--- config.mk ---
export PLATFORM = sky130hd
export DESIGN_NAME = lpg_ctrl
export DESIGN_NICKNAME = d
export VERILOG_FILES = /design/src/design/lpg_pkg.sv /design/src/design/lpg_ctrl.sv
export SDC_FILE = /design/constraint.sdc
export NUM_CORES = 1
export LEC_CHECK = 0
export ABC_AREA = 1
export ABC_CLOCK_PERIOD_IN_PS = 3400
export BUFFER_PORTS_ARGS = -buffer_cell sky130_fd_sc_hd__buf_2
export CORE_AREA = 2 2 39 41
export DETAILED_ROUTE_END_ITERATION = 10
export DIE_AREA = 0 0 41 43
export PLACE_DENSITY = 0.39
export SYNTH_ARGS = -nofsm -noshare
export SYNTH_HDL_FRONTEND = slang
export SYNTH_SLANG_ARGS = --single-unit
--- constraint.sdc ---
create_clock -name i_clk -period 3.4 [get_ports i_clk]
set_input_delay 0.68 -clock i_clk [delete_from_list [all_inputs] [get_ports i_clk]]
set_output_delay 0.68 -clock i_clk [all_outputs]
set_load 0.05 [all_outputs]
--- src/design/lpg_pkg.sv ---
// ----------------------------------------------------------------------------
// lpg_pkg
// Shared types and constants for the lawnmower path generator: register
// indexes, reset values, field widths and the controller/datapath bundles.
// ----------------------------------------------------------------------------
package lpg_pkg;

    // field widths
    localparam int LEN_W   = 24;   // length and stripe width registers
    localparam int HALF_W  = 23;   // half lengths
    localparam int TRIG_W  = 16;   // Q1.14 bearing terms
    localparam int COORD_W = 32;   // coordinates in and out
    localparam int PNUM_W  = 6;    // waypoint number
    localparam int IDX_W   = 3;    // configuration register index
    localparam int ACC_W   = 30;   // stripe offset accumulator
    localparam int OFS_W   = 25;   // offset from the centre before rotation
    localparam int PROD_W  = OFS_W + TRIG_W;  // one rotation product
    localparam int SUM_W   = PROD_W + 1;      // sum of two products
    localparam int FRAC_W  = 14;              // Q1.14 fraction bits
    localparam int ROT_W   = SUM_W - FRAC_W;  // rotated offset

    localparam int MAX_WAYPOINTS_DEF = 64;

    // configuration register indexes
    localparam logic [IDX_W-1:0] REG_X_LENGTH     = 3'd0;
    localparam logic [IDX_W-1:0] REG_Y_LENGTH     = 3'd1;
    localparam logic [IDX_W-1:0] REG_STRIPE_WIDTH = 3'd2;
    localparam logic [IDX_W-1:0] REG_COS_BEARING  = 3'd3;
    localparam logic [IDX_W-1:0] REG_SIN_BEARING  = 3'd4;

    // reset values
    localparam logic [LEN_W-1:0]         RST_X_LENGTH     = 24'd5120;
    localparam logic [LEN_W-1:0]         RST_Y_LENGTH     = 24'd5120;
    localparam logic [LEN_W-1:0]         RST_STRIPE_WIDTH = 24'd2560;
    localparam logic signed [TRIG_W-1:0] RST_COS_BEARING  = 16'sd16384;
    localparam logic signed [TRIG_W-1:0] RST_SIN_BEARING  = 16'sd0;

    // rounding constant, one half in Q1.14
    localparam logic signed [SUM_W-1:0] ROUND_HALF = SUM_W'(8192);

    // configuration seen by the datapath
    typedef struct packed {
        logic [LEN_W-1:0]         x_length;
        logic [LEN_W-1:0]         y_length;
        logic [LEN_W-1:0]         stripe_width;
        logic signed [TRIG_W-1:0] cos_bearing;
        logic signed [TRIG_W-1:0] sin_bearing;
    } t_cfg;

    // controller to datapath
    typedef struct packed {
        logic load;    // capture centre and geometry
        logic setup;   // resolve the truncation flag
        logic step;    // issue the current waypoint
    } t_cmd;

    // datapath to controller
    typedef struct packed {
        logic gen_last;   // the waypoint being issued is the final one
        logic pipe_busy;  // waypoints still in flight
    } t_status;

endpackage

--- src/design/lpg_ctrl.sv ---
// ----------------------------------------------------------------------------
// lpg_ctrl
// Request sequencer: load, truncation check, one waypoint per cycle, then
// wait for the rotation pipeline to empty.
// ----------------------------------------------------------------------------
module lpg_ctrl (
    input  logic            i_clk,
    input  logic            i_rst_n,
    input  logic            i_start,
    input  lpg_pkg::t_status i_status,
    output lpg_pkg::t_cmd   o_cmd,
    output logic            o_busy
);

    localparam logic [1:0] ST_IDLE  = 2'd0;
    localparam logic [1:0] ST_SETUP = 2'd1;
    localparam logic [1:0] ST_GEN   = 2'd2;
    localparam logic [1:0] ST_DRAIN = 2'd3;

    logic [1:0] r_state;
    logic [1:0] n_state;

    // next state and commands
    always_comb begin
        n_state     = r_state;
        o_cmd       = '0;
        case (r_state)
            ST_IDLE: begin
                if (i_start) begin
                    o_cmd.load = 1'b1;
                    n_state    = ST_SETUP;
                end
            end
            ST_SETUP: begin
                o_cmd.setup = 1'b1;
                n_state     = ST_GEN;
            end
            ST_GEN: begin
                o_cmd.step = 1'b1;
                if (i_status.gen_last) begin
                    n_state = ST_DRAIN;
                end
            end
            ST_DRAIN: begin
                if (!i_status.pipe_busy) begin
                    n_state = ST_IDLE;
                end
            end
            default: begin
                n_state = ST_IDLE;
            end
        endcase
    end

    always_ff @(posedge i_clk) begin
        if (!i_rst_n) begin
            r_state <= ST_IDLE;
        end else begin
            r_state <= n_state;
        end
    end

    assign o_busy = (r_state != ST_IDLE);

endmodule

# After elaboration in Yosys (flattened, before gate mapping)
# Cells that the tools add are included.
[totals]
reg_bits = 2
out_inout_bits = 4
inputBits = 5
word_cells = 18
[classes]
n_reduce_logical = 3
mux = 8
n_eq_ne = 6
[ops]
columns = ["op", "count"]
rows = [
  ["$pmux W2 S4", 1],
  ["$mux W2", 3],
  ["$ne A2 B2 Y1 const B", 3],
  ["$eq A2 B2 Y1 const B", 2],
  ["$mux W1", 4],
  ["$reduce_and A3 Y1", 1],
  ["$eq A2 B1 Y1 const B", 1],
  ["$logic_not A2 Y1", 1],
  ["$reduce_bool A2 Y1", 1],
]

# Depth between registers and ports, before layout
# Gate-level depths: netlist (run 1).
[logic_depth]
ltp_word = 3
mapped_depth = 7
ltp_nobuf = 7

# Worst setup path after synthesis (run 1)
# Ideal clock, no wire load.
[synth_path]
kind = "in2out"
start = "input port i_start"
end = "output port o_cmd[2] (netlist name)"
arrival_time_ns = 1.023
path_buffers = 0
setup_slack_ns = 1.697
required_ns = 2.720
cell_stages = 2
cell_sequence = "nand2_1 inv_1"
[synth_lines]
columns = ["element", "line", "rtl"]
rows = [
  ["start, declared", "lpg_ctrl.sv:9", "input logic i_start,"],
  ["end, declared", "lpg_ctrl.sv:11", "output lpg_pkg::t_cmd o_cmd,"],
]

==> results of run 1 <==
metrics by stage:
stage / utilization [%] / worst slack [ns] / hold slack (ns)
2_1_floorplan: - / 1.70 / 0.577
3_3_place_gp: 17.8 / 1.62 / 0.632
3_5_place_dp: 17.8 / 1.62 / 0.627
4_1_cts: 19.4 / 1.48 / 0.632
5_1_grt: 19.4 / 1.37 / 0.685
6_report: 19.4 / 1.51 / 0.626
cell families after synthesis:
family | Yosys count
fa+ha+maj | 5
simple gates | 14
buf+inv | 6
flops | 2
cells in the mapped netlist:
cell                      count
sky130_fd_sc_hd__nor2_1       4
sky130_fd_sc_hd__ha_1         5
sky130_fd_sc_hd__dfxtp_1      2
sky130_fd_sc_hd__nand3_2      1
sky130_fd_sc_hd__inv_1        6
sky130_fd_sc_hd__nand2_1      8
sky130_fd_sc_hd__or2_2        1
routing by layer:
| metal | track usage [%] | wire [um] | up-vias |
|---|---|---|---|
| li1 | - | - | 99 |
| met1 | 7.03 | 161 | 71 |
| met2 | 5.63 | 169 | 5 |
| met3 | 1.57 | 22 | 0 |
| met4 | 8.00 | 0 | 0 |
| met5 | 0 | 0 | - |
final cells by class:
class | count | area (um2)
inverters | 6 | 22.5
flip-flops and latches | 2 | 40.0
clock buffers | 3 | 22.5
repair buffers | 8 | 40.0
multi-input cells | 19 | 124
fillers | 175 | 1110
well taps | 16 | 20.0
worst reg2reg max path, stage by stage (launching register included):
cell and delay, ns:
sky130_fd_sc_hd__dfxtp_1 0.35, sky130_fd_sc_hd__inv_1 0.10, sky130_fd_sc_hd__ha_1 0.22, sky130_fd_sc_hd__or2_2 0.28
sky130_fd_sc_hd__nor2_1 0.11, sky130_fd_sc_hd__nor2_1 0.05
how the worst max path moves through the flow:
stage                                        from  endpoint  slack (ns)  cells after the start
after floorplan                           i_start  o_cmd[2]        1.70                      2
after CTS                 r_state[0]$_SDFFE_PN0P_  o_cmd[2]        1.48                      5
after detailed placement                  i_start  o_cmd[2]        1.62                      4
after global placement                    i_start  o_cmd[2]        1.62                      4
final                     r_state[0]$_SDFFE_PN0P_  o_cmd[2]        1.51                      5
after global routing      r_state[0]$_SDFFE_PN0P_  o_cmd[2]        1.37                      5
==> results.yml, run 1 <==
outcome:
  outcome: "completed"
die:
  placeableCoreArea_um2: 1380
  dieHeight_um: 43
  dieArea_um2: 1760
  dieWidth_um: 41
  row_count: 14
  num_io_pins: 9
  initial_core_util_pct: 13.5
critical_path:
  critPathMostFrequentCell: "sky130_fd_sc_hd__inv_1"
  timing.critical_path.from_type: "flip-flop"
  critical_path.endpoint_type: "primary output"
  critical_path_arrival_ns: 1.21
  critical_path.cell_chain: "inv_1, ha_1, nand2_1, inv_1, buf_2"
  cpPeakStageDelay_ns: 0.32
  rr_startpoint: "r_state[0]$_SDFFE_PN0P_"
  regToRegSetupSlack_ns: 2.19
  cpLargestDelayFamily: "buffers and inverters"
  r2r_cells: 5
  maximum_fanout_encountered_on_the_critical_timing_path: 4
  path_buf_inv: 3
  worstPathRequired_ns: 2.72
  critPathKind: "reg -> out"
  critical_path.slowest_cell: "sky130_fd_sc_hd__dfxtp_1"
  r2r_end: "r_state[0]$_SDFFE_PN0P_"
routing:
  drt-vias-per-instance: 3.24
  drt_pass1_iterations: 4
  wl_per_cell_um: 6.54
  ant_nets: 0
  detail_route.iter0.violations: 5
  postRouteWirelength_um: 353
  vias: 175
  post-route-drc-count: 0
sta:
  period_minus_slack_ns: 1.89
  final.setup_skew_ns: 0.00301
  worst_tran_pin_value_ns: 0.250
  setup-tns-final_ns: 0
  report.final.slew_viol_count: 0
  hold_violations: 0
  rsz0062_at_grt: "false"
  clock.fmax_mhz: 529
  final_period_util_pct: 55.6
  finalSetupViolations: 0
  tightest_slew_margin_relative_to_the_limit_pct: 83.4
synthesis:
  ys_ff_latch: 2
  synth_xor_area_share_pct: 0
  synth_area_per_cell_um2: 6.90
  mappedNetlistArea_um2: 186
  synth-adder-area-share_pct: 33.6
  number_of_warnings_reported_in_the_yosys_synthesis_log: 0
  synth_area_leaders: "sky130_fd_sc_hd__ha_1 (34%), sky130_fd_sc_hd__dfxtp_1 (21%), sky130_fd_sc_hd__nand2_1 (16%)"
  synth_compound_area_share_pct: 0
  post_synth_and_or_nand_nor_area_fraction_pct: 32.9
  synth.largest_area_cell: "sky130_fd_sc_hd__ha_1"
  dominant_combinational_cell_family_by_area_after_synthesis: "adder cells"
  synth_cells: 27
  synth_sequential_area_ratio_pct: 21.5
  synth_nets: 37
  post_synth_mux_area_share_pct: 0
  netlist.area_leader.share_pct: 33.6
  synthDistinctLibCells: 7
final_layout:
  syn2layout_area_growth_pct: 44.3
  largestRegisters: "r_state (2)"
  finish.net_count: 50
  layout.cell_area.non_filler_um2: 269
  layout-drive-gt1-share_pct: 34.2
  largest_register: "r_state"
  largest_reg_flops: 2
  post_layout_nonfiller_instances: 54
  final_cell_mix: "sky130_fd_sc_hd__nand2_1 (8), sky130_fd_sc_hd__buf_2 (8), sky130_fd_sc_hd__inv_1 (6)"
  diodes: 0
worst_hold_path:
  hp-start: "r_state[1]$_SDFFE_PN0P_"
  min_path_cells: 4
  min-delay-path-class: "reg -> reg"
  hold_path_end: "r_state[1]$_SDFFE_PN0P_"
cts:
  holdBufCountCts: 0
  clkLatencyLatePin_ns: 0.23
  cts-root-buf: "sky130_fd_sc_hd__clkbuf_4"
  post-cts-setup-buffer-count: 0
  clock_tree.buffer_depth: 2
  clk_pin_slew_ns: 0.03
  numClockSinks: 2
  tritoncts: "yes"
  cts_bufs_inserted: 3
  ctsResizeCount: 0
  htree_num_levels: 1
placement:
  gp_routability_congestion: 0.682
  placed_cell_area_um2: 246
  place.detailed.instances: 51
  place.port_buffers: 8
  dp_hpwl_um: 277
global_routing:
  gr-total-overflow: 0
  groute.usage.overall_pct: 5.51
  grt_first_pass_wirelength_um: 600
  first_global_vias: 170
  largest_net_degree_at_the_start_of_global_routing: 5
  grt_antenna_before_repair: 0
job:
  max-cap-violations: 0
Power of run 1 is not shown: default switching activity piles up to over one toggle a cycle in this logic, so the estimate is an artifact.
==> inputs of run 2 (changes only) <==
--- a/config.mk
+++ b/config.mk
@@ -6,7 +6,7 @@
 export NUM_CORES = 1
 export LEC_CHECK = 0
 export ABC_AREA = 1
-export ABC_CLOCK_PERIOD_IN_PS = 3400
+export ABC_CLOCK_PERIOD_IN_PS = 1900
 export BUFFER_PORTS_ARGS = -buffer_cell sky130_fd_sc_hd__buf_2
 export CORE_AREA = 2 2 39 41
 export DETAILED_ROUTE_END_ITERATION = 10
==> constraint.sdc (replaced) <==
create_clock -name i_clk -period 1.9 [get_ports i_clk]
set_input_delay 0.38 -clock i_clk [delete_from_list [all_inputs] [get_ports i_clk]]
set_output_delay 0.38 -clock i_clk [all_outputs]
set_load 0.05 [all_outputs]
==> results.yml, run 2 (synthesized netlist as in run 1, its figures left out) <==
sta:
  finalSetupViolations: 0
  final.setup_skew_ns: 0.0000280
  report.final.slew_viol_count: 0
  final_period_util_pct: 83.4
  whs_ns: 0.392
  tightest_slew_margin_relative_to_the_limit_pct: 83.6
  setup-tns-final_ns: 0
  clock.fmax_mhz: 631
  hold_violations: 0
  period_minus_slack_ns: 1.58
  rsz0062_at_grt: "false"
  worst_tran_pin_value_ns: 0.248
final_layout:
  layout.cell_area.non_filler_um2: 269
  largest_register: "r_state"
  largestRegisters: "r_state (2)"
  diodes: 0
  finish.net_count: 50
  post_layout_nonfiller_instances: 54
  final_cell_mix: "sky130_fd_sc_hd__nand2_1 (8), sky130_fd_sc_hd__buf_2 (8), sky130_fd_sc_hd__inv_1 (6)"
  layout-drive-gt1-share_pct: 34.2
  largest_reg_flops: 2
  syn2layout_area_growth_pct: 44.3
critical_path:
  r2r_cells: 5
  regToRegSetupSlack_ns: 0.67
  cpLargestDelayFamily: "buffers and inverters"
  critical_path.cell_chain: "inv_1, ha_1, nand2_1, inv_1, buf_2"
  worstPathRequired_ns: 1.52
  critPathKind: "reg -> out"
  timing.critical_path.from_type: "flip-flop"
  critPathMostFrequentCell: "sky130_fd_sc_hd__inv_1"
  critical_path.slowest_cell: "sky130_fd_sc_hd__dfxtp_1"
  critical_path.endpoint_type: "primary output"
  path_buf_inv: 3
  critical_path_arrival_ns: 1.20
  rr_startpoint: "r_state[0]$_SDFFE_PN0P_"
  maximum_fanout_encountered_on_the_critical_timing_path: 4
  cpPeakStageDelay_ns: 0.32
  r2r_end: "r_state[0]$_SDFFE_PN0P_"
placement:
  dp_hpwl_um: 273
  gp_routability_congestion: 0.679
  place.detailed.instances: 51
  place.port_buffers: 8
  placed_cell_area_um2: 246
cts:
  holdBufCountCts: 0
  clkLatencyLatePin_ns: 0.22
  clock_tree.buffer_depth: 2
  cts-root-buf: "sky130_fd_sc_hd__clkbuf_4"
  numClockSinks: 2
  post-cts-setup-buffer-count: 0
  cts_bufs_inserted: 3
  ctsResizeCount: 0
  clk_pin_slew_ns: 0.03
  tritoncts: "yes"
  htree_num_levels: 1
die:
  initial_core_util_pct: 13.5
  row_count: 14
  dieWidth_um: 41
  placeableCoreArea_um2: 1380
  dieHeight_um: 43
  dieArea_um2: 1760
  num_io_pins: 9
global_routing:
  grt_first_pass_wirelength_um: 634
  groute.usage.overall_pct: 5.51
  top_usage_layer: "met1"
  globalRouteMet3Util_pct: 2.09
  gr-total-overflow: 0
  globalRouteMet1Util_pct: 7.35
  largest_net_degree_at_the_start_of_global_routing: 5
  gr-usage-met2_pct: 5.94
  grt_antenna_before_repair: 0
  first_global_vias: 172
worst_hold_path:
  min-delay-path-class: "in -> reg"
  hp-start: "i_rst_n"
  hold_path_end: "r_state[0]$_SDFFE_PN0P_"
  min_path_cells: 3
job:
  max-cap-violations: 0
routing:
  detail_route.iter0.violations: 1
  ant_nets: 0
  drt_pass1_iterations: 2
  drt-vias-per-instance: 3.09
  post-route-drc-count: 0
  postRouteWirelength_um: 340
  vias: 167
  wl_per_cell_um: 6.30
outcome:
  outcome: "completed"
run 2: cell counts in the layout (fill, tap and decap cells not counted):
Identical to the previous run, type by type.
run 2: cell type report:
| type | count | area, um2 |
|---|---|---|
| fillers | 169 | 1110 |
| multi-input cells | 19 | 124 |
| flip-flops and latches | 2 | 40.0 |
| repair buffers | 8 | 40.0 |
| clock buffers | 3 | 22.5 |
| inverters | 6 | 22.5 |
| well taps | 16 | 20.0 |
run 2: worst max-delay path by stage:
stage	from	end	slack, ns	cells after the start
6_report	r_state[0]$_SDFFE_PN0P_	o_cmd[2]	0.32	5
5_1_grt	r_state[0]$_SDFFE_PN0P_	o_cmd[2]	0.20	5
4_1_cts	r_state[0]$_SDFFE_PN0P_	o_cmd[2]	0.29	5
3_5_place_dp	r_state[0]$_SDFFE_PN0P_	o_cmd[2]	0.54	5
3_3_place_gp	r_state[0]$_SDFFE_PN0P_	o_cmd[2]	0.53	5
2_1_floorplan	r_state[0]$_SDFFE_PN0P_	r_state[0]$_SDFFE_PN0P_	0.50	5
run 2: per-stage QoR:
stage                     setup slack (ns)  utilization, %
final                                0.316            19.4
after global routing                 0.199            19.4
after CTS                            0.292            19.4
after detailed placement             0.539            17.8
after global placement               0.534            17.8
after floorplan                      0.501               -
run 2: metal layers:
metal  routed length [um]  up-vias
li1                     -       99
met1                  150       63
met2                  159        5
met3                   31        0
met4                    0        0
met5                    0        -
run 2: worst reg2reg max path: stages, from the launching register on:
cell and delay, ns:
sky130_fd_sc_hd__dfxtp_1 0.35, sky130_fd_sc_hd__inv_1 0.10, sky130_fd_sc_hd__ha_1 0.23, sky130_fd_sc_hd__or2_2 0.27, sky130_fd_sc_hd__nor2_1 0.12, sky130_fd_sc_hd__nor2_1 0.05
Power of run 2 is left out for the same reason.
